File: config.mk
export PLATFORM = sky130hd
export DESIGN_NAME = hsdr_mul
export DESIGN_NICKNAME = d
export VERILOG_FILES = /design/src/rtl/heading_speed_dead_reckoning_unit_macros.svh /design/src/rtl/hsdr_pkg.sv /design/src/rtl/hsdr_mul.sv
export SDC_FILE = /design/constraint.sdc
export NUM_CORES = 2
export LEC_CHECK = 0
export BUFFER_PORTS_ARGS = -buffer_cell sky130_fd_sc_hd__buf_2
export CAP_MARGIN = 5
export CORE_MARGIN = 4
export CORE_UTILIZATION = 69
export CTS_CLUSTER_DIAMETER = 30
export CTS_CLUSTER_SIZE = 8
export DETAILED_ROUTE_END_ITERATION = 6
export PLACE_DENSITY = 0.95
export SLEW_MARGIN = 40
export SYNTH_ARGS = -nofsm -noshare
export SYNTH_HDL_FRONTEND = slang
export SYNTH_SLANG_ARGS = --single-unit
export TNS_END_PERCENT = 50
File: constraint.sdc
create_clock -name clk -period 16.85 [get_ports clk]
set_input_delay 3.37 -clock clk [delete_from_list [all_inputs] [get_ports clk]]
set_output_delay 3.37 -clock clk [all_outputs]
set_load 0.02 [all_outputs]
File: src/rtl/heading_speed_dead_reckoning_unit_macros.svh
// assertion helpers, sampled on the rising edge of clk, off while rst is high
`ifndef HEADING_SPEED_DEAD_RECKONING_UNIT_MACROS_SVH
`define HEADING_SPEED_DEAD_RECKONING_UNIT_MACROS_SVH

// same-cycle implication
`define HSDR_ASSERT_IMP(label, ante, cons, msg) \
  label: assert property (@(posedge clk) disable iff (rst) (ante) |-> (cons)) \
    else $error(msg);

// next-cycle implication
`define HSDR_ASSERT_NXT(label, ante, cons, msg) \
  label: assert property (@(posedge clk) disable iff (rst) (ante) |=> (cons)) \
    else $error(msg);

`endif

File: src/rtl/hsdr_pkg.sv
`default_nettype none
package hsdr_pkg;

  localparam int ANGLE_BITS_DEF = 16;

  // command and mode codes
  typedef enum logic [2:0] {
    CMD_STOP  = 3'd0,
    CMD_TURN  = 3'd1,
    CMD_ACCEL = 3'd2,
    CMD_MOVE  = 3'd3,
    CMD_DECEL = 3'd4
  } cmd_t;

  // register map, index into the 8-byte spaced map
  typedef enum logic [2:0] {
    REG_MAX_SPEED       = 3'd0,
    REG_ACCEL_DISTANCE  = 3'd1,
    REG_ANGULAR_SPEED   = 3'd2,
    REG_TURN_THRESHOLD  = 3'd3,
    REG_TIME_STEP       = 3'd4,
    REG_START_X         = 3'd5,
    REG_START_Y         = 3'd6,
    REG_INITIAL_HEADING = 3'd7
  } reg_t;

  typedef struct packed {
    logic        [30:0] max_speed;
    logic        [31:0] accel_distance;
    logic        [23:0] angular_speed;
    logic        [15:0] turn_threshold;
    logic        [15:0] time_step;
    logic signed [47:0] start_x;
    logic signed [47:0] start_y;
    logic        [15:0] initial_heading;
  } cfg_t;

  // state reloads that follow a write of a start register
  typedef struct packed {
    logic x;
    logic y;
    logic h;
  } cfg_load_t;

  localparam logic [30:0] MAX_SPEED_RST      = 31'd655360;
  localparam logic [31:0] ACCEL_DISTANCE_RST = 32'd655360;
  localparam logic [23:0] ANGULAR_SPEED_RST  = 24'd16384;
  localparam logic [15:0] TURN_THRESHOLD_RST = 16'd64;
  localparam logic [15:0] TIME_STEP_RST      = 16'd6554;

  // divider geometry
  localparam int DIV_NUM_W = 80;
  localparam int DIV_DEN_W = 62;
  localparam int DIV_Q_W   = 32;
  localparam int DIV_CNT_W = 7;

  // sine polynomial, q30
  localparam logic [30:0] Q30_ONE       = 31'h4000_0000;
  localparam logic [31:0] P_INIT        = 32'd3864;
  localparam int          HORNER_STEPS  = 5;

  localparam logic signed [49:0] POS_MAX = 50'sd140737488355327;
  localparam logic signed [49:0] POS_MIN = -50'sd140737488355328;

  function automatic logic [31:0] horner_coef(input logic [2:0] k);
    logic [31:0] c;
    case (k)
      3'd0:    c = 32'd172272;
      3'd1:    c = 32'd5026993;
      3'd2:    c = 32'd85569306;
      3'd3:    c = 32'd693598668;
      default: c = 32'd1686629713;
    endcase
    return c;
  endfunction

  // position step with saturation to the 48-bit signed range
  function automatic logic signed [47:0] pos_step(input logic signed [47:0] pos,
                                                  input logic [31:0] d,
                                                  input logic neg);
    logic signed [49:0] s;
    logic signed [49:0] p;
    logic signed [49:0] e;
    p = {{2{pos[47]}}, pos};
    e = $signed({18'b0, d});
    s = neg ? p - e : p + e;
    if (s > POS_MAX) begin
      s = POS_MAX;
    end else if (s < POS_MIN) begin
      s = POS_MIN;
    end
    return s[47:0];
  endfunction

endpackage
`default_nettype wire

File: src/rtl/hsdr_mul.sv
`default_nettype none
module hsdr_mul
  import hsdr_pkg::*;
(
  input  wire logic        clk,
  input  wire logic        en,
  input  wire logic [31:0] a,
  input  wire logic [31:0] b,
  output logic      [63:0] prod
);

  // registered 32x32 unsigned product
  always_ff @(posedge clk) begin
    if (en) begin
      prod <= 64'(a) * 64'(b);
    end
  end

endmodule
`default_nettype wire

==> impl_summary.md <==
Floorplanning
The initialized floorplan defines 82 standard-cell rows. The die covers 54900 µm². The count of pins on the block boundary is 130. The die is 234 µm tall.

The floorplan step set the die width to around 230 µm. The initial core utilization is 70.1%. After floorplanning, the core was sized to cover 50400 µm².

Final layout
The number of nets in the final layout is 4898. The largest registers in the layout are prod: 64 flops. From synthesis to final layout, the design area changed by 3.01%.

The most common library cell in the layout ignoring fill and taps is fa_1. In the layout the commonest cells are 896 x fa_1, 865 x inv_1, 602 x and2_1, 480 x nand2_1, 263 x ha_1. The register bank with the most flops is prod. The number of flip-flops under the largest register name is 64. The share of layout cells above drive strength 1 is 4.46%. The layout filler cell count is 3214.

Synth
The mean instance size in the synthesized netlist is about 9.4 µm². For this run, asynchronously set or reset flops after synthesis account for 0%. In this run, synthesis inferred 64 flip-flops with an integrated enable. The part of the Yosys area used for sequential elements is roughly 5.4%.

The number of register bits inferred by synthesis is 64. The number of different library cells in the post-synthesis netlist is 57. The most common flop cell mapped by yosys is edfxtp_1. During synthesis, Yosys emitted a total of 0 warnings. Summing every instance area after synthesis gives 35300 µm².

The number of nets in the synthesized netlist is 4973. The gate count of the mapped netlist is 3748.

Clock network
The clock tree synthesis step divided the H-tree into 3 levels. The clock net sink count is between 60 and 70. The cell chosen for the clock root is clkbuf_16. No sink is reached through more buffers than the 2 on the longest clock path.

The clock tree from TritonCTS is built. The number of buffers inserted to repair setup after CTS is 0. After clock tree synthesis, the clock-pin slew on the worst setup and hold paths is ~0.06 ns. The count of cells resized by post-cts repair is 0. In this run, post-CTS hold repair placed 0 buffers. Buffers inserted during clock tree synthesis total 9.

Routing
After detailed routing, the total wire length is 96100 µm. Using the TritonRoute via totals, the vias-per-cell ratio works out to 6.14. The mean routed wirelength per cell is 22.0 µm. The first detailed-routing pass ran for 6 iterations.

The final routed DRC violation total is 0. For this block, the via count after detailed routing is 26800. The starting DRC count in detailed routing is 2356. The number of nets with antenna violations after detailed routing is 0.

Global route
The largest net degree at the start of global routing is 65. The total global routing track utilization is 37.0%. The first-pass GRT wire length is around 160000 µm. The initial antenna violation count is 13.

The total overflow left after global routing is 0. The via count of the first global-routing pass is 30800.

Placement
Port buffering added 129 buffers. The detailed placement HPWL is 75400 µm. The final estimated routing congestion in global placement is 0.977.

Critical path
The category of the worst setup path launch point is a primary input. The worst setup path is captured at a register. The critical path data required time is 16.93 ns.

The class of the most critical setup path is primary input to register. The launch point of the worst path is b[9]. Along the worst path, the maximum fanout reaches 32.

The arrival time of data at the critical path endpoint is 11.25 ns.

Timing
The max-slew violation count is 0. The peak clock frequency supported by timing is 89.6 MHz. The number of hold violations in the final report is 0. The final total negative setup slack is 0 ns.

For the pin with the worst max-slew slack, the measured transition is 0.888 ns. Setup repair after global routing left no endpoint under its margin. Counting I/O delays and the setup requirement, the final critical path takes between 10 and 15 ns. In this run the tightest slew margin relative to its limit is 40.8%. The share of the cycle needed by the critical path after routing is between 60% and 70%. Setup violations remaining at the end of the flow were counted as 0.

Run status
The flow ran to the end, and the final reports show no timing, DRC or antenna violations.

Min path
The min-delay analysis places its worst path in the category primary input to register. In this run the most critical hold path is launched from en.

Flow run
The tool flagged a number of max-cap violations equal to 0.
critical path, stage by stage:
cell and delay (ns):
buf_2 0.64, and2_1 0.26, fa_1 0.45, fa_1 0.54
inv_1 0.06, fa_1 0.55, inv_1 0.06, fa_1 0.49
inv_1 0.05, fa_1 0.44, inv_1 0.10, fa_1 0.44
fa_1 0.49, inv_1 0.05, fa_1 0.48, inv_1 0.04
ha_1 0.44, nand4_1 0.27, or4_1 0.47, or3_1 0.35
a31oi_1 0.52, a31o_2 0.30, a211oi_1 0.12, o21ai_1 0.18
xor2_1 0.08
layer usage:
metal  track usage, %  routed length [µm]  up-vias
li1                 -                   -    10800
met1             40.8               29100    13400
met2             60.8               47100     1956
met5                0                  13        -
met4             29.9               10100        2
met3             9.33                9830      721
path summary, 6_finish.rpt:
kind	endpoint	slack, ns	cells after the start
worst max-delay path	prod[62]	5.68	25
worst min-delay path	prod[60]	3.61	2
cell families after synthesis:
group | synth area share, %
AOI/OAI and AO/OA | 4.08
xor gates and xnor gates | 1.49
adders and majority gates | 60.1
buffers and inverters | 11.6
DFF | 5.44
muxes | 0.0283
and+or+nand+nor | 17.3
Yosys cell counts, drive strengths merged (4+ instances only):
| library cell | instances | area (µm²) |
|---|---|---|
| a21o | 40 | 300 |
| a21oi | 66 | 342 |
| a221o | 4 | 40.0 |
| a221oi | 4 | 87.6 |
| a31oi | 12 | 75.1 |
| and2 | 602 | 3770 |
| and3 | 14 | 87.6 |
| buf | 7 | 33.8 |
| clkbuf | 213 | 800 |
| edfxtp | 64 | 1920 |
| fa | 896 | 17900 |
| ha | 263 | 3290 |
| inv | 865 | 3250 |
| nand2 | 480 | 1800 |
| nand3 | 10 | 50.1 |
| nand4 | 23 | 144 |
| nor2 | 20 | 75.1 |
| nor3 | 7 | 35.0 |
| o21a | 9 | 67.6 |
| o21ai | 26 | 130 |
| o21bai | 11 | 86.3 |
| o31ai | 5 | 78.8 |
| xnor2 | 35 | 307 |
| xor2 | 25 | 219 |
layout make-up:
type / count / area [µm²] / share of cell area (%)
Inverter: 865 / 3250 / 8.92
Clock buffer: 10 / 229 / 0.629
Sequential cell: 64 / 1920 / 5.28
Timing Repair Buffer: 134 / 714 / 1.96
Multi-Input combinational cell: 2599 / 29300 / 80.6
Tap cell: 672 / 841 / 2.31
Antenna cell: 12 / 30.0 / 0.0825
Clock inverter: 6 / 83.8 / 0.230
metrics by stage:
stage | hold WS (ns) | instances | worst slack, ns | instance area, µm² | util, %
2_1_floorplan | 3.48 | 3748 | 6.60 | 35300 | -
3_3_place_gp | 3.81 | 4333 | 5.70 | 36000 | 71.5
3_5_place_dp | 3.81 | 4333 | 5.52 | 36000 | 71.5
4_1_cts | 3.75 | 4349 | 5.87 | 36300 | 72.1
5_1_grt | 3.64 | 4359 | 5.51 | 36400 | 72.2
6_report | 3.61 | 4362 | 5.68 | 36400 | 72.2
Power is left out: the tool's default activity adds up to more than one toggle a clock period on the data nets, which glitch-free logic cannot reach.
