--- config.mk ---
export PLATFORM = sky130hd
export DESIGN_NAME = hsdr_regs
export DESIGN_NICKNAME = d
export VERILOG_FILES = /design/src/rtl/heading_speed_dead_reckoning_unit_macros.svh /design/src/rtl/hsdr_pkg.sv /design/src/rtl/hsdr_regs.sv
export SDC_FILE = /design/constraint.sdc
export NUM_CORES = 1
export LEC_CHECK = 0
export BUFFER_PORTS_ARGS = -buffer_cell sky130_fd_sc_hd__clkbuf_2
export CAP_MARGIN = 10
export CORE_UTILIZATION = 25
export CTS_BUF_LIST = sky130_fd_sc_hd__clkbuf_8
export DETAILED_ROUTE_END_ITERATION = 8
export SLEW_MARGIN = 5
export SYNTH_ARGS = -nofsm -noshare
export SYNTH_HDL_FRONTEND = slang
export SYNTH_SLANG_ARGS = --single-unit
--- constraint.sdc ---
create_clock -name clk -period 2.72 [get_ports clk]
set_input_delay 0.408 -clock clk [delete_from_list [all_inputs] [get_ports clk]]
set_output_delay 0.408 -clock clk [all_outputs]
set_load 0.01 [all_outputs]
--- src/rtl/heading_speed_dead_reckoning_unit_macros.svh ---
// assertion helpers, sampled on the rising edge of clk, off while rst is high
`ifndef HEADING_SPEED_DEAD_RECKONING_UNIT_MACROS_SVH
`define HEADING_SPEED_DEAD_RECKONING_UNIT_MACROS_SVH

// same-cycle implication
`define HSDR_ASSERT_IMP(label, ante, cons, msg) \
  label: assert property (@(posedge clk) disable iff (rst) (ante) |-> (cons)) \
    else $error(msg);

// next-cycle implication
`define HSDR_ASSERT_NXT(label, ante, cons, msg) \
  label: assert property (@(posedge clk) disable iff (rst) (ante) |=> (cons)) \
    else $error(msg);

`endif

--- src/rtl/hsdr_pkg.sv ---
`default_nettype none
package hsdr_pkg;

  localparam int ANGLE_BITS_DEF = 16;

  // command and mode codes
  typedef enum logic [2:0] {
    CMD_STOP  = 3'd0,
    CMD_TURN  = 3'd1,
    CMD_ACCEL = 3'd2,
    CMD_MOVE  = 3'd3,
    CMD_DECEL = 3'd4
  } cmd_t;

  // register map, index into the 8-byte spaced map
  typedef enum logic [2:0] {
    REG_MAX_SPEED       = 3'd0,
    REG_ACCEL_DISTANCE  = 3'd1,
    REG_ANGULAR_SPEED   = 3'd2,
    REG_TURN_THRESHOLD  = 3'd3,
    REG_TIME_STEP       = 3'd4,
    REG_START_X         = 3'd5,
    REG_START_Y         = 3'd6,
    REG_INITIAL_HEADING = 3'd7
  } reg_t;

  typedef struct packed {
    logic        [30:0] max_speed;
    logic        [31:0] accel_distance;
    logic        [23:0] angular_speed;
    logic        [15:0] turn_threshold;
    logic        [15:0] time_step;
    logic signed [47:0] start_x;
    logic signed [47:0] start_y;
    logic        [15:0] initial_heading;
  } cfg_t;

  // state reloads that follow a write of a start register
  typedef struct packed {
    logic x;
    logic y;
    logic h;
  } cfg_load_t;

  localparam logic [30:0] MAX_SPEED_RST      = 31'd655360;
  localparam logic [31:0] ACCEL_DISTANCE_RST = 32'd655360;
  localparam logic [23:0] ANGULAR_SPEED_RST  = 24'd16384;
  localparam logic [15:0] TURN_THRESHOLD_RST = 16'd64;
  localparam logic [15:0] TIME_STEP_RST      = 16'd6554;

  // divider geometry
  localparam int DIV_NUM_W = 80;
  localparam int DIV_DEN_W = 62;
  localparam int DIV_Q_W   = 32;
  localparam int DIV_CNT_W = 7;

  // sine polynomial, q30
  localparam logic [30:0] Q30_ONE       = 31'h4000_0000;
  localparam logic [31:0] P_INIT        = 32'd3864;
  localparam int          HORNER_STEPS  = 5;

  localparam logic signed [49:0] POS_MAX = 50'sd140737488355327;
  localparam logic signed [49:0] POS_MIN = -50'sd140737488355328;

  function automatic logic [31:0] horner_coef(input logic [2:0] k);
    logic [31:0] c;
    case (k)
      3'd0:    c = 32'd172272;
      3'd1:    c = 32'd5026993;
      3'd2:    c = 32'd85569306;
      3'd3:    c = 32'd693598668;
      default: c = 32'd1686629713;
    endcase
    return c;
  endfunction

  // position step with saturation to the 48-bit signed range
  function automatic logic signed [47:0] pos_step(input logic signed [47:0] pos,
                                                  input logic [31:0] d,
                                                  input logic neg);
    logic signed [49:0] s;
    logic signed [49:0] p;
    logic signed [49:0] e;
    p = {{2{pos[47]}}, pos};
    e = $signed({18'b0, d});
    s = neg ? p - e : p + e;
    if (s > POS_MAX) begin
      s = POS_MAX;
    end else if (s < POS_MIN) begin
      s = POS_MIN;
    end
    return s[47:0];
  endfunction

endpackage
`default_nettype wire

--- src/rtl/hsdr_regs.sv ---
`default_nettype none
module hsdr_regs
  import hsdr_pkg::*;
(
  input  wire logic        clk,
  input  wire logic        rst,
  input  wire logic        psel,
  input  wire logic        penable,
  input  wire logic        pwrite,
  input  wire logic [5:0]  paddr,
  input  wire logic [63:0] pwdata,
  output logic      [63:0] prdata,
  output logic             pready,
  output cfg_t             cfg,
  output cfg_load_t        load
);

  logic wr;
  reg_t idx;

  assign pready = 1'b1;
  assign wr     = psel & penable & pwrite;
  assign idx    = reg_t'(paddr[5:3]);

  always_ff @(posedge clk) begin
    if (rst) begin
      cfg.max_speed       <= MAX_SPEED_RST;
      cfg.accel_distance  <= ACCEL_DISTANCE_RST;
      cfg.angular_speed   <= ANGULAR_SPEED_RST;
      cfg.turn_threshold  <= TURN_THRESHOLD_RST;
      cfg.time_step       <= TIME_STEP_RST;
      cfg.start_x         <= '0;
      cfg.start_y         <= '0;
      cfg.initial_heading <= '0;
      load                <= '0;
    end else begin
      load <= '0;
      if (wr) begin
        unique case (idx)
          REG_MAX_SPEED:       cfg.max_speed      <= pwdata[30:0];
          REG_ACCEL_DISTANCE:  cfg.accel_distance <= pwdata[31:0];
          REG_ANGULAR_SPEED:   cfg.angular_speed  <= pwdata[23:0];
          REG_TURN_THRESHOLD:  cfg.turn_threshold <= pwdata[15:0];
          REG_TIME_STEP:       cfg.time_step      <= pwdata[15:0];
          REG_START_X: begin
            cfg.start_x <= $signed(pwdata[47:0]);
            load.x      <= 1'b1;
          end
          REG_START_Y: begin
            cfg.start_y <= $signed(pwdata[47:0]);
            load.y      <= 1'b1;
          end
          REG_INITIAL_HEADING: begin
            cfg.initial_heading <= pwdata[15:0];
            load.h              <= 1'b1;
          end
          default: ;
        endcase
      end
    end
  end

  always_comb begin
    unique case (idx)
      REG_MAX_SPEED:       prdata = 64'(cfg.max_speed);
      REG_ACCEL_DISTANCE:  prdata = 64'(cfg.accel_distance);
      REG_ANGULAR_SPEED:   prdata = 64'(cfg.angular_speed);
      REG_TURN_THRESHOLD:  prdata = 64'(cfg.turn_threshold);
      REG_TIME_STEP:       prdata = 64'(cfg.time_step);
      REG_START_X:         prdata = {{16{cfg.start_x[47]}}, cfg.start_x};
      REG_START_Y:         prdata = {{16{cfg.start_y[47]}}, cfg.start_y};
      REG_INITIAL_HEADING: prdata = 64'(cfg.initial_heading);
      default:             prdata = '0;
    endcase
  end

endmodule
`default_nettype wire
==> results.sh, run 1 <==
export IMPL_status="finished, final reports clean"
export IMPL_finalSetupTns_ns=0
export IMPL_drc=0
export IMPL_core_area_um2=39800
export IMPL_max_freq_ghz=0.379
export IMPL_p_per_area_nw_per_um2=581
export IMPL_cts_htree_levels=2
export IMPL_start_util=0.254
export IMPL_whs_endpoint="cfg[98]"
export IMPL_cts_sinks=234
export IMPL_clkLatencyLatePin_ns=0.60
export IMPL_peakVddDrop_uv=291
export IMPL_rrSetupSlack_ns=2.01
export IMPL_final_setup_viol_count=0
export IMPL_die_area_um2=41300
export IMPL_first_pass_iters=6
export IMPL_r2r_start="cfg[97]"
export IMPL_cts_tree="yes"
export IMPL_tightest_slew_ns=1.13
export IMPL_yosysMostFrequentCell="nand2_1"
export IMPL_period_share=0.969
export IMPL_root_buffer="clkbuf_8"
export IMPL_seq_area_um2=4680
export IMPL_synth_warning_count=0
export IMPL_grt_pass1_vias=9946
export IMPL_synth_distinct_cells=35
export IMPL_relSlewSlack=0.243
export IMPL_drive_gt1_frac=0.298
export IMPL_grt_overflow=0
export IMPL_cts_resized=0
export IMPL_clock_path_buffers=3
export IMPL_antenna_found_initial=0
export IMPL_vias=10600
export IMPL_hold_class="in2reg"
export IMPL_rsz0062_at_grt="no"
export IMPL_maxCapViolCount=0
export IMPL_ys_ff_latch=234
export IMPL_place_hpwl_um=27300
export IMPL_grt_use_met1=0.250
export IMPL_ios=374
export IMPL_drtIter0Drc=733
export IMPL_critPathArrivalTime_ns=2.23
export IMPL_instances_no_fill=2195
export IMPL_syn_area_um2=10100
export IMPL_chipWidth_um=203
export IMPL_drt_vias_per_instance=4.85
export IMPL_fin_nets=1710
export IMPL_crit_type="in2out"
export IMPL_r2r_end="cfg[97]"
export IMPL_die_y_um=203
export IMPL_syn_inst=1319
export IMPL_use_met3=0.0495
export IMPL_yosysTopAreaCell="dfxtp_1"
export IMPL_multi_input_area_um2=4750
export IMPL_gp_congestion=0.841
export IMPL_worstSetupStartpointType="input port"
export IMPL_finalCriticalPeriod_ns=2.64
export IMPL_synthArstFlopShare=0
export IMPL_area_delta_synth_final_pct=33.5
export IMPL_top_usage_layer="met2"
export IMPL_synth_area_leaders="dfxtp_1 (46%), nand2_1 (18%), a21oi_1 (11%)"
export IMPL_cellLeakagePower_nw=5.55
export IMPL_synth_fp_nets=1394
export IMPL_pre_cts_ws_ns=0.117
export IMPL_fin_skew_ns=0
export IMPL_finalWorstSetupSlack_ns=0.0833
export IMPL_finalHoldViolations=0
export IMPL_cts_reportedPaths_clkPinSlew_ns=0.05
export IMPL_grt_max_degree=85
export IMPL_maxSlewViolCount=0
export IMPL_cts_inserted_buffers=43
export IMPL_row_count=73
export IMPL_wl_per_cell_um=18.8
export IMPL_wl_um=41300
export IMPL_grt_first_pass_wirelength_um=60600
export IMPL_synthFlopType="dfxtp_1"
export IMPL_fillCellCount=4270
export IMPL_grt_use_total=0.193
export IMPL_synth_area_per_cell_um2=7.67
export IMPL_r2r_cells=2
export IMPL_whs_path_depth=3
export IMPL_synth_top_cell_area_share=0.463
export IMPL_end_kind="output pin"
export IMPL_synth_common_cells="nand2_1 (477), dfxtp_1 (234), a21oi_1 (230)"
export IMPL_antenna_left=0
export IMPL_grt_util_met2=0.311
export IMPL_synth_seq_area_share=0.463
export IMPL_worstPathRequired_ns=2.31
export IMPL_dp_cells=2100
export IMPL_synth_edf_count=0
export IMPL_cts_setup_buffers=0
export IMPL_whs_ns=0.0647
export IMPL_worstPathMaxFanout=8
export IMPL_port_buffers=353
export IMPL_hp_start="pwdata[34]"
-- where the power goes --
part           internal [W]  switching, W
sequential          0.00345     0.0000225
clock               0.00222       0.00159
combinational      0.000202      0.000371
total               0.00588       0.00198
-- metal layers --
metal / vias to the layer above / share of wire
met5: - / 0
met4: 0 / 0.022
met3: 65 / 0.080
met2: 486 / 0.47
met1: 5082 / 0.43
li1: 5012 / -
-- repair_timing --
action | CTS | global route
endpoints found under the setup margin | 0 | 0
endpoints found under the hold margin | 25 | 0
hold buffers | 15 | 0
-- critical path: stages --
cell and delay (ns):
clkbuf_2 0.28, nor2_1 0.95, a221oi_1 0.27, nor2_1 0.16
clkbuf_2 0.15
-- per-stage QoR --
stage	area, µm²	util	power (W)
final	13500	0.339	0.00786
after CTS	13500	0.339	0.00796
after detailed placement	12400	0.311	0.00410
after global routing	13500	0.339	0.00815
after global placement	12400	0.311	0.00410
after floorplan	10100	-	0.00385
-- cell type report --
class	instances	share of cell area
Multi-Input combinational cell	932	0.352
Timing Repair Buffer	412	0.176
Clock inverter	20	0.0130
Sequential cell	234	0.347
Tap cell	525	0.0486
Inverter	12	0.00333
Antenna cell	1	0.000185
Clock buffer	59	0.0601
-- how the worst max path moves through the flow --
stage,startpoint,endpoint,slack (ns),cells after the start
finish,paddr[4],prdata[11],0.08,5
global route,paddr[4],prdata[6],0.03,8
detailed placement,paddr[4],prdata[11],0.12,5
floorplan,paddr[3],prdata[48],0.13,7
CTS,paddr[4],prdata[11],0.12,5
global placement,paddr[4],prdata[15],0.16,5
-- cell families after synthesis --
logic type,count (synthesis),synth area share
DFF,234,0.463
muxes,43,0.0485
and+or+nand+nor,562,0.226
buffers and inverters,153,0.0733
AOI/OAI and AO/OA,326,0.189
other,1,0.000371
-- layout by cell type, fill, tap and decap left out, types with 5 or more instances in the layout --
master         Yosys  final
nor2_1            34     28
a21o_1             8      8
a21oi_1          230    230
o21ai_0            8      8
nor2b_1           19     16
clkbuf_2           0    350
buf_12             0     10
dfxtp_1          234    234
nand3b_1          13     13
a22oi_1           24     24
inv_1             12     22
clkbuf_8           0     59
buf_4             23     36
mux2i_1           31     31
a221oi_1          28     28
nand2_1          477    477
a22o_1            16     16
clkinvlp_4         0      5
mux2_2             8      8
dlygate4sd3_1      0     15
-- state kept, by name (all words and copies together), names as in the netlist --
name	cells
cfg	231
load	3
Power figures use the tool's default switching activity.
==> run 2: changes to the inputs <==
--- a/config.mk
+++ b/config.mk
@@ -5,8 +5,10 @@
 export SDC_FILE = /design/constraint.sdc
 export NUM_CORES = 1
 export LEC_CHECK = 0
+export ABC_AREA = 1
 export BUFFER_PORTS_ARGS = -buffer_cell sky130_fd_sc_hd__clkbuf_2
 export CAP_MARGIN = 10
+export CORE_ASPECT_RATIO = 0.5
 export CORE_UTILIZATION = 25
 export CTS_BUF_LIST = sky130_fd_sc_hd__clkbuf_8
 export DETAILED_ROUTE_END_ITERATION = 8
==> results.sh, run 2 <==
export IMPL_cts_setup_buffers=0
export IMPL_cts_sinks=234
export IMPL_first_pass_iters=6
export IMPL_power_share_combinational=0.072
export IMPL_vias=11100
export IMPL_syn_area_um2=10300
export IMPL_synth_warning_count=0
export IMPL_period_share=0.873
export IMPL_grt_use_total=0.200
export IMPL_tightest_slew_ns=1.13
export IMPL_start_util=0.254
export IMPL_layout_common_cells="nor2_1 (495), clkbuf_2 (353), dfxtp_1 (234)"
export IMPL_grt_max_degree=74
export IMPL_synthArstFlopShare=0
export IMPL_worstSetupStartpointType="input port"
export IMPL_drc=0
export IMPL_drt_vias_per_instance=4.76
export IMPL_row_count=52
export IMPL_finalSetupTns_ns=0
export IMPL_clock_path_buffers=3
export IMPL_drtIter0Drc=846
export IMPL_synth_area_leaders="dfxtp_1 (45%), nor2_1 (18%), o21ai_0 (8.2%)"
export IMPL_end_kind="output pin"
export IMPL_drive_gt1_frac=0.266
export IMPL_yosysTopAreaCell="dfxtp_1"
export IMPL_cellLeakagePower_nw=6.66
export IMPL_maxCapViolCount=0
export IMPL_top_regs="cfg: 231 flops, load: 3 flops"
export IMPL_fin_nets=1837
export IMPL_clkLatencyLatePin_ns=0.54
export IMPL_cts_tree="yes"
export IMPL_wl_um=43600
export IMPL_crit_type="in2out"
export IMPL_ios=374
export IMPL_cts_resized=0
export IMPL_gp_congestion=0.916
export IMPL_core_area_um2=40500
export IMPL_cts_reportedPaths_clkPinSlew_ns=0.06
export IMPL_worstPathRequired_ns=2.31
export IMPL_synth_seq_area_share=0.454
export IMPL_port_buffers=353
export IMPL_largest_reg_flops=231
export IMPL_cts_htree_levels=2
export IMPL_fin_skew_ns=0
export IMPL_cts_inserted_buffers=40
export IMPL_synth_fp_nets=1549
export IMPL_p_seq_frac=0.469
export IMPL_maxSlewViolCount=0
export IMPL_worstPathMaxFanout=24
export IMPL_chipWidth_um=289
export IMPL_antenna_left=0
export IMPL_p_sw_w=0.00194
export IMPL_ctsHoldBuffers=0
export IMPL_synth_distinct_cells=24
export IMPL_diodes=0
export IMPL_synth_area_per_cell_um2=6.99
export IMPL_regMostFlops="cfg"
export IMPL_final_setup_viol_count=0
export IMPL_die_area_um2=42100
export IMPL_finalHoldViolations=0
export IMPL_rsz0062_at_grt="no"
export IMPL_wl_per_cell_um=18.7
export IMPL_syn_inst=1474
export IMPL_switching_share=0.260
export IMPL_die_y_um=146
export IMPL_relSlewSlack=0.244
export IMPL_status="finished, final reports clean"
export IMPL_grt_first_pass_wirelength_um=65000
export IMPL_finalCriticalPeriod_ns=2.37
export IMPL_root_buffer="clkbuf_8"
export IMPL_ys_ff_latch=234
export IMPL_antenna_found_initial=0
export IMPL_hold_class="in2reg"
export IMPL_place_hpwl_um=29800
export IMPL_grt_overflow=0
export IMPL_synth_common_cells="nor2_1 (495), dfxtp_1 (234), nand2_1 (189)"
export IMPL_critPathArrivalTime_ns=1.97
export IMPL_instances_no_fill=2333
export IMPL_power_frac_clock=0.459
export IMPL_fillCellCount=4373
export IMPL_power_total_w=0.00749
export IMPL_p_per_area_nw_per_um2=568
export IMPL_dp_cells=2260
export IMPL_seq_area_um2=4680
export IMPL_max_freq_ghz=0.421
export IMPL_synth_edf_count=0
export IMPL_synthFlopType="dfxtp_1"
export IMPL_p_int_w=0.00554
export IMPL_peakVddDrop_uv=250
export IMPL_multi_input_area_um2=4760
export IMPL_area_delta_synth_final_pct=28.0
export IMPL_yosysMostFrequentCell="nor2_1"
export IMPL_synth_top_cell_area_share=0.454
export IMPL_grt_pass1_vias=10100
export IMPL_final_common_cell="nor2_1"
run 2: changes by cell type after synthesis, moves of 11 or more:
| cell | before | now |
|---|---|---|
| nor2_1 | 34 | 495 |
| nand2_1 | 477 | 189 |
| a21oi_1 | 230 | 0 |
| o21ai_0 | 8 | 169 |
| nand4_1 | 0 | 83 |
| o21ai_1 | 0 | 49 |
| nand3_1 | 1 | 47 |
| mux2i_1 | 31 | 0 |
| a221oi_1 | 28 | 0 |
| a22oi_1 | 24 | 0 |
| buf_2 | 59 | 35 |
| nor2b_1 | 19 | 0 |
| nand3b_1 | 13 | 0 |
| inv_1 | 12 | 23 |
run 2: metal layers:
layer  GRT usage  part of all wire
met5           0                 0
met4      0.0921             0.047
met3      0.0287             0.052
met2       0.337              0.49
met1       0.253              0.41
run 2: kinds of logic after synthesis:
logic type	Yosys count	synth area share
AO/OA/AOI/OAI	234	0.119
buffers and inverters	173	0.0839
flip-flops	234	0.454
other	1	0.000364
AND/OR/NAND/NOR	832	0.342
run 2: through the flow:
stage | util | hold slack (ns) | worst slack, ns | cell area [µm²]
2_1_floorplan | - | 0.480 | 0.632 | 10300
3_3_place_gp | 0.304 | 0.467 | 0.247 | 12300
3_5_place_dp | 0.304 | 0.473 | 0.250 | 12300
4_1_cts | 0.325 | 0.0830 | 0.310 | 13200
5_1_grt | 0.325 | 0.0911 | 0.232 | 13200
6_report | 0.325 | 0.114 | 0.345 | 13200
run 2: final timing paths:
check | from | cells past startpoint | endpoint | slack (ns)
max | paddr[3] | 7 | prdata[53] | 0.35
min reg2reg | cfg[219] | 2 | cfg[219] | 0.48
max reg2reg | cfg[86] | 2 | cfg[86] | 1.98
min | rst | 2 | load[1] | 0.11
run 2: area by class of cell:
class | count | area share
timing repair buffer | 385 | 0.157
tap | 540 | 0.0512
sequential | 234 | 0.355
multi-input combinational | 1067 | 0.361
clock buffer | 56 | 0.0584
clock inverter | 17 | 0.00768
inverter | 34 | 0.00996
run 2: critical path: stages:
cell and delay, ns:
clkbuf_2 0.20, inv_2 0.26, nand3_4 0.09, inv_1 0.10
buf_12 0.20, a22o_1 0.47, clkbuf_2 0.23
run 2: power groups by stage:
stage	sequential, W	combinational [W]	clock (W)
floorplan	0.00360	0.000264	0
global placement	0.00358	0.000529	0
detailed placement	0.00358	0.000531	0
CTS	0.00351	0.000532	0.00348
global route	0.00351	0.000572	0.00365
finish	0.00351	0.000537	0.00344
