==> src/rtl/heading_speed_dead_reckoning_unit_macros.svh <==
// assertion helpers, sampled on the rising edge of clk, off while rst is high
`ifndef HEADING_SPEED_DEAD_RECKONING_UNIT_MACROS_SVH
`define HEADING_SPEED_DEAD_RECKONING_UNIT_MACROS_SVH

// same-cycle implication
`define HSDR_ASSERT_IMP(label, ante, cons, msg) \
  label: assert property (@(posedge clk) disable iff (rst) (ante) |-> (cons)) \
    else $error(msg);

// next-cycle implication
`define HSDR_ASSERT_NXT(label, ante, cons, msg) \
  label: assert property (@(posedge clk) disable iff (rst) (ante) |=> (cons)) \
    else $error(msg);

`endif

==> src/rtl/hsdr_pkg.sv <==
`default_nettype none
package hsdr_pkg;

  localparam int ANGLE_BITS_DEF = 16;

  // command and mode codes
  typedef enum logic [2:0] {
    CMD_STOP  = 3'd0,
    CMD_TURN  = 3'd1,
    CMD_ACCEL = 3'd2,
    CMD_MOVE  = 3'd3,
    CMD_DECEL = 3'd4
  } cmd_t;

  // register map, index into the 8-byte spaced map
  typedef enum logic [2:0] {
    REG_MAX_SPEED       = 3'd0,
    REG_ACCEL_DISTANCE  = 3'd1,
    REG_ANGULAR_SPEED   = 3'd2,
    REG_TURN_THRESHOLD  = 3'd3,
    REG_TIME_STEP       = 3'd4,
    REG_START_X         = 3'd5,
    REG_START_Y         = 3'd6,
    REG_INITIAL_HEADING = 3'd7
  } reg_t;

  typedef struct packed {
    logic        [30:0] max_speed;
    logic        [31:0] accel_distance;
    logic        [23:0] angular_speed;
    logic        [15:0] turn_threshold;
    logic        [15:0] time_step;
    logic signed [47:0] start_x;
    logic signed [47:0] start_y;
    logic        [15:0] initial_heading;
  } cfg_t;

  // state reloads that follow a write of a start register
  typedef struct packed {
    logic x;
    logic y;
    logic h;
  } cfg_load_t;

  localparam logic [30:0] MAX_SPEED_RST      = 31'd655360;
  localparam logic [31:0] ACCEL_DISTANCE_RST = 32'd655360;
  localparam logic [23:0] ANGULAR_SPEED_RST  = 24'd16384;
  localparam logic [15:0] TURN_THRESHOLD_RST = 16'd64;
  localparam logic [15:0] TIME_STEP_RST      = 16'd6554;

  // divider geometry
  localparam int DIV_NUM_W = 80;
  localparam int DIV_DEN_W = 62;
  localparam int DIV_Q_W   = 32;
  localparam int DIV_CNT_W = 7;

  // sine polynomial, q30
  localparam logic [30:0] Q30_ONE       = 31'h4000_0000;
  localparam logic [31:0] P_INIT        = 32'd3864;
  localparam int          HORNER_STEPS  = 5;

  localparam logic signed [49:0] POS_MAX = 50'sd140737488355327;
  localparam logic signed [49:0] POS_MIN = -50'sd140737488355328;

  function automatic logic [31:0] horner_coef(input logic [2:0] k);
    logic [31:0] c;
    case (k)
      3'd0:    c = 32'd172272;
      3'd1:    c = 32'd5026993;
      3'd2:    c = 32'd85569306;
      3'd3:    c = 32'd693598668;
      default: c = 32'd1686629713;
    endcase
    return c;
  endfunction

  // position step with saturation to the 48-bit signed range
  function automatic logic signed [47:0] pos_step(input logic signed [47:0] pos,
                                                  input logic [31:0] d,
                                                  input logic neg);
    logic signed [49:0] s;
    logic signed [49:0] p;
    logic signed [49:0] e;
    p = {{2{pos[47]}}, pos};
    e = $signed({18'b0, d});
    s = neg ? p - e : p + e;
    if (s > POS_MAX) begin
      s = POS_MAX;
    end else if (s < POS_MIN) begin
      s = POS_MIN;
    end
    return s[47:0];
  endfunction

endpackage
`default_nettype wire

==> src/rtl/hsdr_div.sv <==
`default_nettype none
module hsdr_div
  import hsdr_pkg::*;
(
  input  wire logic                 clk,
  input  wire logic                 rst,
  input  wire logic                 start,
  input  wire logic [DIV_NUM_W-1:0] dividend,
  input  wire logic [DIV_DEN_W-1:0] divisor,
  output logic      [DIV_Q_W-1:0]   quot,
  output logic                      ovf,
  output logic                      done
);

  logic [DIV_NUM_W-1:0] num;
  logic [DIV_DEN_W-1:0] rem;
  logic [DIV_CNT_W-1:0] cnt;
  logic                 busy;
  logic [DIV_DEN_W:0]   trial;
  logic                 take;
  logic [DIV_DEN_W-1:0] rem_next;

  // one restoring step per cycle
  always_comb begin
    trial    = {rem, num[DIV_NUM_W-1]};
    take     = trial >= {1'b0, divisor};
    rem_next = take ? DIV_DEN_W'(trial - {1'b0, divisor}) : trial[DIV_DEN_W-1:0];
  end

  always_ff @(posedge clk) begin
    if (rst) begin
      busy <= 1'b0;
      done <= 1'b0;
      cnt  <= '0;
    end else begin
      done <= 1'b0;
      if (start) begin
        busy <= 1'b1;
        cnt  <= DIV_CNT_W'(DIV_NUM_W);
      end else if (busy) begin
        cnt <= cnt - 1'b1;
        if (cnt == DIV_CNT_W'(1)) begin
          busy <= 1'b0;
          done <= 1'b1;
        end
      end
    end
  end

  always_ff @(posedge clk) begin
    if (start) begin
      num  <= dividend;
      rem  <= '0;
      quot <= '0;
      ovf  <= 1'b0;
    end else if (busy) begin
      num  <= {num[DIV_NUM_W-2:0], 1'b0};
      rem  <= rem_next;
      quot <= {quot[DIV_Q_W-2:0], take};
      // quotient bits that fall off the top mean saturation
      ovf  <= ovf | quot[DIV_Q_W-1];
    end
  end

endmodule
`default_nettype wire

==> config.mk <==
export PLATFORM = sky130hd
export DESIGN_NAME = hsdr_div
export DESIGN_NICKNAME = d
export VERILOG_FILES = /design/src/rtl/heading_speed_dead_reckoning_unit_macros.svh /design/src/rtl/hsdr_pkg.sv /design/src/rtl/hsdr_div.sv
export SDC_FILE = /design/constraint.sdc
export NUM_CORES = 1
export LEC_CHECK = 0
export ABC_AREA = 1
export BUFFER_PORTS_ARGS = -buffer_cell sky130_fd_sc_hd__buf_2
export CAP_MARGIN = 20
export CORE_UTILIZATION = 35
export CTS_CLUSTER_SIZE = 20
export DETAILED_ROUTE_END_ITERATION = 8
export SYNTH_ARGS = -nofsm -noshare
export SYNTH_HDL_FRONTEND = slang
export SYNTH_SLANG_ARGS = --single-unit
==> constraint.sdc <==
create_clock -name clk -period 3.7 [get_ports clk]
set_input_delay 0.555 -clock clk [delete_from_list [all_inputs] [get_ports clk]]
set_output_delay 0.555 -clock clk [all_outputs]
set_load 0.02 [all_outputs]
==> results by group, run 1 <==
Power and ir drop
  – Combinational fraction of design power: between 10% and 20%
  – Peak VDD IR: about 0.35 mV
  – Leak Pwr: approximately 0.0084 µW
  – PnR Total Power: roughly 4800 µW
  – Clock share of power: around two fifths
  – P_sw: ~1300 µW
  – Sw frac: 27.68%
  – Power Dens Cells: 310.3 nW/µm²
  – Internal power: 3468 µW
  – Sequential Power Share: between 40% and 50%

Cells and area
  – Final core occ: approximately two fifths
  – Ant. Diodes: 0
  – Final instance area: between 15000 and 20000 µm²
  – Fillers: 4118
  – Layout net count: ~2500
  – Share of cells above drive strength 1: about an eighth
  – Area grow syn2layout: 15.20%

Die
  – Core Box Area: 37670 µm²
  – Die Span Y: 197.8 µm
  – Die area: slightly below 40000 µm²
  – Number of top-level pins: approximately 180
  – Cell Rows: a little over 70
  – DIE WIDTH: around 200 µm
  – Initial core utilization: 35.61%

STA
  – F_max: approximately 310 MHz
  – Slew @ Worst Pin: 1.002 ns
  – Fin crit share: a little under 90%
  – Clk_skew: 0.02107 ns
  – Minimum clock period: about 3.2 ns
  – Setup tns final: 0 ns
  – Final Hold Viols: 0
  – Slew Viols, Final: 0
  – Max_slew headroom: between 30% and 40%
  – # setup viols final: 0
  – RSZ-0062 raised after global routing: false

Global route
  – GRT Total Usage: a little under a quarter
  – Met2 Usage GRT: a little over a third
  – First-pass GRT wire length: 68230 µm
  – GR Overflow Total: 0
  – Largest net degree at the start of global routing: a little over 60
  – GR peak layer: met2
  – Grt met3 use: 4.888%
  – Grt met1 use: between 20% and 30%
  – Vias in the first global route: roughly 13000
  – Initial antenna violation count: 4

CTS
  – Clock Sink Count: 184
  – TritonCTS buffer count: 17
  – Clock transition at path regs: about 0.09 ns
  – Root Driver: clkbuf_16
  – CTS tree: done
  – PostCTS Resize Cnt: 0
  – Longest Clk Path Bufs: 2
  – Setup bufs post-CTS: 0
  – Clock latency at the later pin of the worst-skew pair: 0.49 ns
  – Hold-fix buffers, CTS: 0
  – H-tree Lvls: 4

Synthesis
  – Dominant cell type by area after synthesis: nand2_1
  – Post-synth EDFFs: 80
  – Syn Inst Count: approximately 2100
  – Most numerous cell in the Yosys netlist: nand2_1
  – Fraction of registers with async set/reset: 0%
  – Syn avg cell area: around 6.3 µm²
  – Most frequent cells after synthesis: nand2_1, inv_1, nor2_1, dfxtp_1, nand3_1
  – Count of cell types in the netlist: 47
  – Most used DFF post-synth: dfxtp_1
  – Synthesized flop and latch total: around 180
  – Synth warnings: 0
  – Synth Net Count: around 2300
  – Area contributors post-synth: nand2_1, edfxtp_1, dfxtp_1
  – Register area share after synthesis: roughly a third
  – Top cell type's share of synthesized area: between 20% and 30%
  – Synthesized area: between 10000 and 15000 µm²

Routing
  – Initial DRC count: roughly 960
  – Post-route DRC: 0
  – Vias/cell: 4.813
  – Post-route ant nets: 0
  – Drt total wl: 43760 µm
  – Initial DRT Pass Iterations: 5
  – Routed via count: 13544
  – Wire per inst: 15.55 µm

Outcome
  – Status: finished, final reports clean

Worst setup path
  – Setup crit end: rem[51]
  – RR Endpoint: rem[51]
  – CP startpoint: rem[44]
  – Startpoint Class: flop
  – Reg-to-reg setup timing slack: about 0.47 ns
  – WP data arrival: ~3.6 ns
  – Reg2reg path depth: 13
  – Crit path max fanout: a little under 60
  – Crit end category: flop
  – Crit path required time: 4.08 ns
  – FF-to-FF Start: rem[44]
  – Critical path type: flop to flop

Placed design
  – Placed Area: approximately 15000 µm²
  – DP Wirelength: between 30000 and 40000 µm
  – Number of I/O port buffers: ~180
  – Routability Congestion: approximately 1.0

Job
  – Maxcap violations: 0

Min path
  – Worst Hold Class: primary input to flop
[kinds of logic (layout without fill, tap and decap cells)]
kind of cell | Yosys count | count (layout) | synth area share [%]
AO/OA/AOI/OAI | 174 | 174 | 7.594
adder cells (fa/ha/maj) | 66 | 66 | 6.213
flip-flops | 184 | 184 | 33.44
XOR/XNOR | 32 | 32 | 2.090
AND/OR/NAND/NOR | 1213 | 1213 | 37.12
buffers and inverters | 459 | 634 | 13.55
[power by group through the flow]
stage / Combinational (µW) / Sequential [µW] / Clock, µW
6_report: 555 / 2270 / 1970
5_1_grt: 630 / 2280 / 2110
4_1_cts: 559 / 2270 / 2030
3_5_place_dp: 558 / 2320 / 0
3_3_place_gp: 551 / 2320 / 0
2_1_floorplan: 351 / 2310 / 0
[layer usage]
metal	vias to the layer above	routed length (µm)
li1	6886	-
met3	88	2981
met2	459	19360
met4	8	1485
met1	6103	19890
met5	-	42
[cell usage in the layout (no fill, tap or decap), drive strengths merged, types with 2 or more instances in the layout]
master	Yosys	final
nand2	886	886
inv	400	406
buf	22	201
nor2	159	159
dfxtp	104	104
nand3	102	102
edfxtp	80	80
a21oi	80	80
ha	65	65
nand4	36	36
o21ai	34	34
o22ai	30	30
clkbuf	36	19
xnor2	18	18
o211ai	15	15
xor2	14	14
or2	11	11
nor3	9	9
o21bai	7	7
clkinv	1	6
nand3b	4	4
o21a	3	3
nor4	3	3
a31oi	2	2
and2	2	2
bufinv	0	2
[final cells by class]
type | count | area (µm²) | share of cell area [%]
Tap cell | 511 | 639.4 | 4.138
Clock buffer | 19 | 442.9 | 2.867
Sequential cell | 184 | 4486 | 29.03
Timing Repair Buffer | 201 | 1091 | 7.062
Clock inverter | 13 | 162.7 | 1.053
Inverter | 401 | 1508 | 9.759
Multi-Input combinational cell | 1485 | 7121 | 46.09
[worst min-delay path by stage]
stage,depth (start not counted),start,endpoint
2_1_floorplan,2,rem[45],rem[45]
3_5_place_dp,2,ovf,ovf
3_3_place_gp,2,ovf,ovf
5_1_grt,2,rst,cnt[4]
6_report,2,rst,cnt[4]
4_1_cts,2,rst,cnt[4]
[worst max-delay path: stages (launching register included)]
cell and delay, ns:
dfxtp_1 0.34, ha_1 0.34, nand2_1 0.16, inv_1 0.06
nand2_1 0.06, nand2_1 0.08, a21oi_1 0.29, a21oi_2 0.13
nor2_4 0.79, nand2_4 0.10, buf_12 0.21, or2_2 0.33
nand3_1 0.08, nand2_1 0.05
[through the flow]
stage                     cells  setup slack, ns  hold WS, ns
final                      2814           0.4704       0.2778
after global routing       2814           0.2909       0.2709
after CTS                  2814           0.5078       0.2380
after detailed placement   2782           0.1498       0.4567
after global placement     2782           0.1810       0.4545
after floorplan            2128            1.135       0.4435
[state kept, by name, summed over array words and instances (netlist names)]
register  cells
cnt           7
done          1
busy          1
quot         32
rem          62
ovf           1
num          80
Power figures use the tool's default switching activity.
==> run 2, diff against run 1 <==
--- a/config.mk
+++ b/config.mk
@@ -8,9 +8,10 @@
 export ABC_AREA = 1
 export BUFFER_PORTS_ARGS = -buffer_cell sky130_fd_sc_hd__buf_2
 export CAP_MARGIN = 20
-export CORE_UTILIZATION = 35
+export CORE_UTILIZATION = 54
 export CTS_CLUSTER_SIZE = 20
 export DETAILED_ROUTE_END_ITERATION = 8
+export PLACE_DENSITY = 0.78
 export SYNTH_ARGS = -nofsm -noshare
 export SYNTH_HDL_FRONTEND = slang
 export SYNTH_SLANG_ARGS = --single-unit
==> run 2 against run 1 <==
First-iteration DRC count increased by 24%. Worst hold slack improved by 0.032 ns. Fmax decreased by 0.48%. Flip-flop and latch count unchanged. Clock skew increased by 0.0014 ns. Core utilization increased by 22 points. Clock-buffer cell count decreased by 2. Largest cell class unchanged. Clock power increased by 2%. Global-route usage increased by 9.9 points. Die area decreased by 35%. Power increased by 0.69%. Routed wire length decreased by 4.9%. Highest routed layer unchanged.
==> results by group, run 2 (same netlist as run 1, synthesis figures left out) <==
CTS
  – Hold-fix buffers, CTS: 0 (unchanged)
  – Root Driver: clkbuf_16
  – Clock Sink Count: 184 (unchanged)
  – Setup bufs post-CTS: 0 (unchanged)
  – Longest Clk Path Bufs: 2 (unchanged)
  – CTS tree: done
  – Clock transition at path regs: 0.09 ns (about the same)
  – PostCTS Resize Cnt: 0 (unchanged)
  – Clock latency at the later pin of the worst-skew pair: 0.45 ns (-0.04 ns)
  – TritonCTS buffer count: 17 (unchanged)
  – H-tree Lvls: 4 (unchanged)

Routing
  – Wire per inst: 15.87 µm (+2.0%)
  – Initial DRC count: 1187 (+24%)
  – Initial DRT Pass Iterations: 8 (+3)
  – Vias/cell: 5.159 (+7.2%)
  – Post-route ant nets: 0 (unchanged)
  – Drt total wl: 41620 µm (-4.9%)
  – Routed via count: 13533 (-0.081%)
  – Post-route DRC: 0 (unchanged)

Die
  – DIE WIDTH: 159.6 µm (-19%)
  – Die Span Y: 159.6 µm (-19%)
  – Cell Rows: 57 (-20%)
  – Initial core utilization: 55.15% (+20 points)
  – Die area: 25470 µm² (-35%)
  – Number of top-level pins: 179 (unchanged)
  – Core Box Area: 24320 µm² (-35%)

STA
  – Slew Viols, Final: 0 (unchanged)
  – Final Hold Viols: 0 (unchanged)
  – RSZ-0062 raised after global routing: false
  – F_max: 308.1 MHz (-0.48%)
  – Final hold slack: 0.3095 ns (+0.03168 ns)
  – Clk_skew: 0.02244 ns (+0.001376 ns)
  – # setup viols final: 0 (unchanged)
  – Slew @ Worst Pin: 1.006 ns (+0.004227 ns)
  – Fin crit share: 87.71% (+0.42 points)
  – Max_slew headroom: 32.94% (-0.12 points)
  – Minimum clock period: 3.245 ns (+0.01561 ns)
  – Setup tns final: 0 ns (unchanged)

Worst setup path
  – Crit end category: flop
  – Startpoint Class: flop
  – WP data arrival: 3.60 ns (about the same)
  – Crit path required time: 4.05 ns (-0.03 ns)
  – Critical path type: flop to flop
  – Crit path max fanout: 44 (-24%)

Placed design
  – Number of I/O port buffers: 178 (unchanged)
  – Routability Congestion: 1.075 (+2.7%)
  – DP Wirelength: 31550 µm (-5.2%)
  – Placed Area: 14600 µm² (-1.7%)
  – Placed Instances: 2590 (-6.9%)

Cells and area
  – Most common cell after layout, fill and taps aside: nand2_1
  – Largest register FFs: 80 (unchanged)
  – Largest reg by FF count: num
  – Final instance area: 15220 µm² (-1.5%)
  – Share of cells above drive strength 1: 12.92% (-0.10 points)
  – Largest registers: num (80), rem (62), quot (32)
  – Most frequent cells in the layout: nand2_1, inv_1, buf_2
  – Area grow syn2layout: 13.50%
  – Final Instance Count excl. Fillers: 2623 (-6.8%)
  – Layout net count: 2496 (-0.20%)

Global route
  – First-pass GRT wire length: 65670 µm (-3.7%)
  – GRT Total Usage: 32.84% (+9.9 points)
  – Initial antenna violation count: 1 (-3)
  – Vias in the first global route: 12881 (+0.085%)
  – GR Overflow Total: 0 (unchanged)
  – Largest net degree at the start of global routing: 95 (+56%)

Job
  – Maxcap violations: 0 (unchanged)

Power and ir drop
  – Peak VDD IR: 0.2695 mV (-23%)
  – Leak Pwr: 0.008396 µW (-0.15%)
  – Power Dens Cells: 317.1 nW/µm² (+2.2%)

Min path
  – Worst Hold Class: primary input to flop

Outcome
  – Status: finished, final reports clean
==> run 2: cell count changes in the layout (fill, tap and decap cells not counted), moves of 2 or more <==
cell	previous run	this run
buf_4	22	15
inv_12	0	5
buf_12	2	4
bufinv_16	2	0
inv_8	3	5
==> run 2: worst paths after layout <==
kind / start / endpoint / slack (ns) / cells past startpoint
setup / recovery: rem[40] / rem[55] / 0.45 / 13
hold / removal: rst / busy / 0.31 / 2
setup reg to reg: rem[40] / rem[55] / 0.45 / 13
hold reg to reg: rem[17] / rem[17] / 0.48 / 2
==> run 2: metrics by stage <==
| step | utilization (%) | power (µW) | worst slack, ns |
|---|---|---|---|
| 2_1_floorplan | - | 2660 | 1.135 |
| 3_3_place_gp | 59.94 | 2844 | 0.2868 |
| 3_5_place_dp | 60.02 | 2860 | 0.2406 |
| 4_1_cts | 62.58 | 4840 | 0.5841 |
| 5_1_grt | 62.58 | 4987 | 0.3464 |
| 6_report | 62.59 | 4827 | 0.4547 |
==> run 2: worst max-delay path, stage by stage, from the launching register on <==
cell,delay (ns)
dfxtp_1,0.46
ha_1,0.33
nand2_1,0.13
inv_1,0.05
nand2_1,0.06
nand2_1,0.07
a21oi_1,0.30
a21oi_2,0.13
nor2_4,0.77
nand2_4,0.17
buf_12,0.24
or2_2,0.30
nand3_1,0.08
nand2_1,0.05
==> run 2: where the power goes <==
group / leakage (µW) / switching (µW) / total, µW / internal (µW)
sequential: 0.00166 / 36.2 / 2280 / 2240
clock: 0.000303 / 1060 / 2010 / 949
combinational: 0.00643 / 356 / 546 / 190
total: 0.00840 / 1450 / 4830 / 3380
==> run 2: layout make-up <==
type | instances | area (µm²)
Clock buffer | 17 | 425.4
Inverter | 401 | 1508
Fill cell | 2437 | 9097
Timing Repair Buffer | 196 | 1079
Clock inverter | 15 | 196.4
Tap cell | 324 | 405.4
Multi-Input combinational cell | 1485 | 7121
Sequential cell | 184 | 4486
Antenna cell | 1 | 2.502
==> run 2: routing by layer <==
metal  track usage (%)  vias up  routed length [µm]
li1                  -     6883                   -
met1             43.79     5994               18450
met2             53.24      562               18580
met3             5.653       92                3283
met4             12.24        2                1292
met5                 0        -                  13
==> run 3, diff against run 2 <==
--- a/config.mk
+++ b/config.mk
@@ -11,7 +11,7 @@
 export CORE_UTILIZATION = 54
 export CTS_CLUSTER_SIZE = 20
 export DETAILED_ROUTE_END_ITERATION = 8
-export PLACE_DENSITY = 0.78
+export PLACE_DENSITY = 0.84
 export SYNTH_ARGS = -nofsm -noshare
 export SYNTH_HDL_FRONTEND = slang
 export SYNTH_SLANG_ARGS = --single-unit
==> run 3 against run 2 <==
Routed wire length barely moved. Critical path depth rose by 1. Largest power group unchanged. First-iteration DRC count fell by 5.1%. Worst hold slack worse by 0.0041 ns. Sequential share of layout area about the same. Fmax increased by 2.4%. Critical endpoint is now rem[28].
==> results by group, run 3 (same netlist as run 1, synthesis figures left out) <==
Routing
  – Routed via count: 13702 (+1.2%)
  – Initial DRT Pass Iterations: 6 (-2)
  – Post-route DRC: 0 (unchanged)
  – Wire per inst: 15.86 µm (about the same)
  – Drt total wl: 41660 µm (about the same)
  – Vias/cell: 5.216 (+1.1%)
  – Post-route ant nets: 0 (unchanged)
  – Initial DRC count: 1126 (-5.1%)

Worst setup path
  – Startpoint Class: flop
  – Crit end category: flop
  – Reg-to-reg setup timing slack: 0.53 ns (+0.08 ns)
  – Crit path required time: 4.04 ns (about the same)
  – Crit path max fanout: 42 (-4.5%)
  – Reg2reg path depth: 14 (+1)
  – Critical path type: flop to flop
  – WP data arrival: 3.50 ns (-0.10 ns)

CTS
  – TritonCTS buffer count: 17 (unchanged)
  – Clock transition at path regs: 0.08 ns (about the same)
  – PostCTS Resize Cnt: 0 (unchanged)
  – Clock latency at the later pin of the worst-skew pair: 0.45 ns (about the same)
  – Longest Clk Path Bufs: 2 (unchanged)
  – H-tree Lvls: 4 (unchanged)
  – Hold-fix buffers, CTS: 0 (unchanged)
  – CTS tree: done
  – Setup bufs post-CTS: 0 (unchanged)
  – Root Driver: clkbuf_16
  – Clock Sink Count: 184 (unchanged)

Cells and area
  – Most common cell after layout, fill and taps aside: nand2_1
  – Area grow syn2layout: 13.61% (about the same)
  – Fillers: 2319 (-4.8%)
  – Largest register FFs: 80 (unchanged)
  – Share of cells above drive strength 1: 13.08% (+0.15 points)
  – Largest registers: num (80), rem (62), quot (32)
  – Largest reg by FF count: num
  – Layout net count: 2500 (+0.16%)
  – Most frequent cells in the layout: nand2_1, inv_1, buf_2

Power and ir drop
  – P_sw: 1474 µW (+1.7%)
  – Leak Pwr: 0.008409 µW (+0.16%)
  – Power Dens Cells: 318.1 nW/µm² (+0.31%)
  – Clock share of power: 41.8% (+0.2 points)
  – Combinational fraction of design power: 11.4% (about the same)
  – Internal power: 3373 µW (-0.13%)
  – Sw frac: 30.40% (+0.37 points)
  – Sequential Power Share: 46.8% (-0.3 points)
  – Peak VDD IR: 0.3139 mV (+16%)

Die
  – Core Box Area: 24320 µm² (unchanged)
  – Cell Rows: 57 (unchanged)
  – Number of top-level pins: 179 (unchanged)
  – Initial core utilization: 55.15% (unchanged)
  – DIE WIDTH: 159.6 µm (unchanged)
  – Die Span Y: 159.6 µm (unchanged)
  – Die area: 25470 µm² (unchanged)

Min path
  – Worst Hold Class: primary input to flop
  – Hold Path Cell Cnt: 2 (unchanged)

STA
  – Max_slew headroom: 36.61% (+3.7 points)
  – Slew @ Worst Pin: 0.9450 ns (-0.06080 ns)
  – Clk_skew: 0.01773 ns (-0.004709 ns)
  – Minimum clock period: 3.170 ns (-0.07567 ns)
  – Slew Viols, Final: 0 (unchanged)
  – Final hold slack: 0.3054 ns (-0.004059 ns)
  – Fin crit share: 85.66% (-2.0 points)
  – Setup tns final: 0 ns (unchanged)
  – # setup viols final: 0 (unchanged)
  – RSZ-0062 raised after global routing: false
  – F_max: 315.5 MHz (+2.4%)
  – Final Hold Viols: 0 (unchanged)

Outcome
  – Status: finished, final reports clean

Global route
  – First-pass GRT wire length: 65940 µm (+0.40%)
  – GRT Total Usage: 32.96% (+0.12 points)
  – Initial antenna violation count: 0 (-1)
  – GR Overflow Total: 0 (unchanged)
  – Vias in the first global route: 12991 (+0.85%)
  – Largest net degree at the start of global routing: 63 (-34%)

Job
  – Maxcap violations: 0 (unchanged)

Placed design
  – Routability Congestion: 1.079 (+0.36%)
  – Number of I/O port buffers: 178 (unchanged)
  – DP Wirelength: 31620 µm (+0.21%)
## run 3: worst max-delay path: stages (launching register included)
cell	delay, ns
dfxtp_1	0.42
ha_1	0.31
nand2_1	0.13
inv_1	0.05
nand2_1	0.05
nand2_1	0.07
a21oi_1	0.28
a21oi_2	0.12
nor2_4	0.74
nand2_4	0.10
buf_12	0.22
buf_4	0.19
or2_1	0.20
nand3_1	0.08
nand2_1	0.06
## run 3: metrics by stage
step / instance area, µm² / util (%) / std cells / worst slack (ns) / power (µW)
after global routing: 15230 / 62.64 / 2626 / 0.3463 / 4997
after CTS: 15230 / 62.64 / 2626 / 0.5817 / 4852
after detailed placement: 14600 / 60.05 / 2594 / 0.2598 / 2861
after global placement: 14600 / 60.05 / 2594 / 0.3458 / 2845
after floorplan: 13410 / - / 2128 / 1.135 / 2660
final: 15240 / 62.65 / 2627 / 0.5304 / 4847
## run 3: worst paths after layout
kind,from,endpoint
hold reg to reg,rem[20],rem[20]
hold / removal,rst,busy
setup / recovery,rem[40],rem[28]
setup reg to reg,rem[40],rem[28]
## run 3: layout make-up
| class | instances | area, µm² | area share (%) |
|---|---|---|---|
| Clock inverter | 15 | 206.4 | 1.355 |
| Timing Repair Buffer | 200 | 1084 | 7.111 |
| Inverter | 401 | 1508 | 9.895 |
| Multi-Input combinational cell | 1485 | 7121 | 46.73 |
| Sequential cell | 184 | 4486 | 29.44 |
| Antenna cell | 1 | 2.502 | 0.01642 |
| Tap cell | 324 | 405.4 | 2.661 |
| Clock buffer | 17 | 425.4 | 2.792 |
## run 3: power groups by stage
stage | logic [µW] | clock network (µW) | registers, µW
after floorplan | 351 | 0 | 2310
final | 551 | 2030 | 2270
after CTS | 549 | 2030 | 2270
after global placement | 533 | 0 | 2310
after detailed placement | 545 | 0 | 2320
after global routing | 619 | 2100 | 2280
## run 3: routing by layer
metal	part of all wire, %	up-vias	global-route usage (%)
met2	45	581	54.49
met4	2.7	0	10.36
met5	0	-	0
li1	-	6861	-
met3	8.5	69	6.512
met1	43	6191	43.26
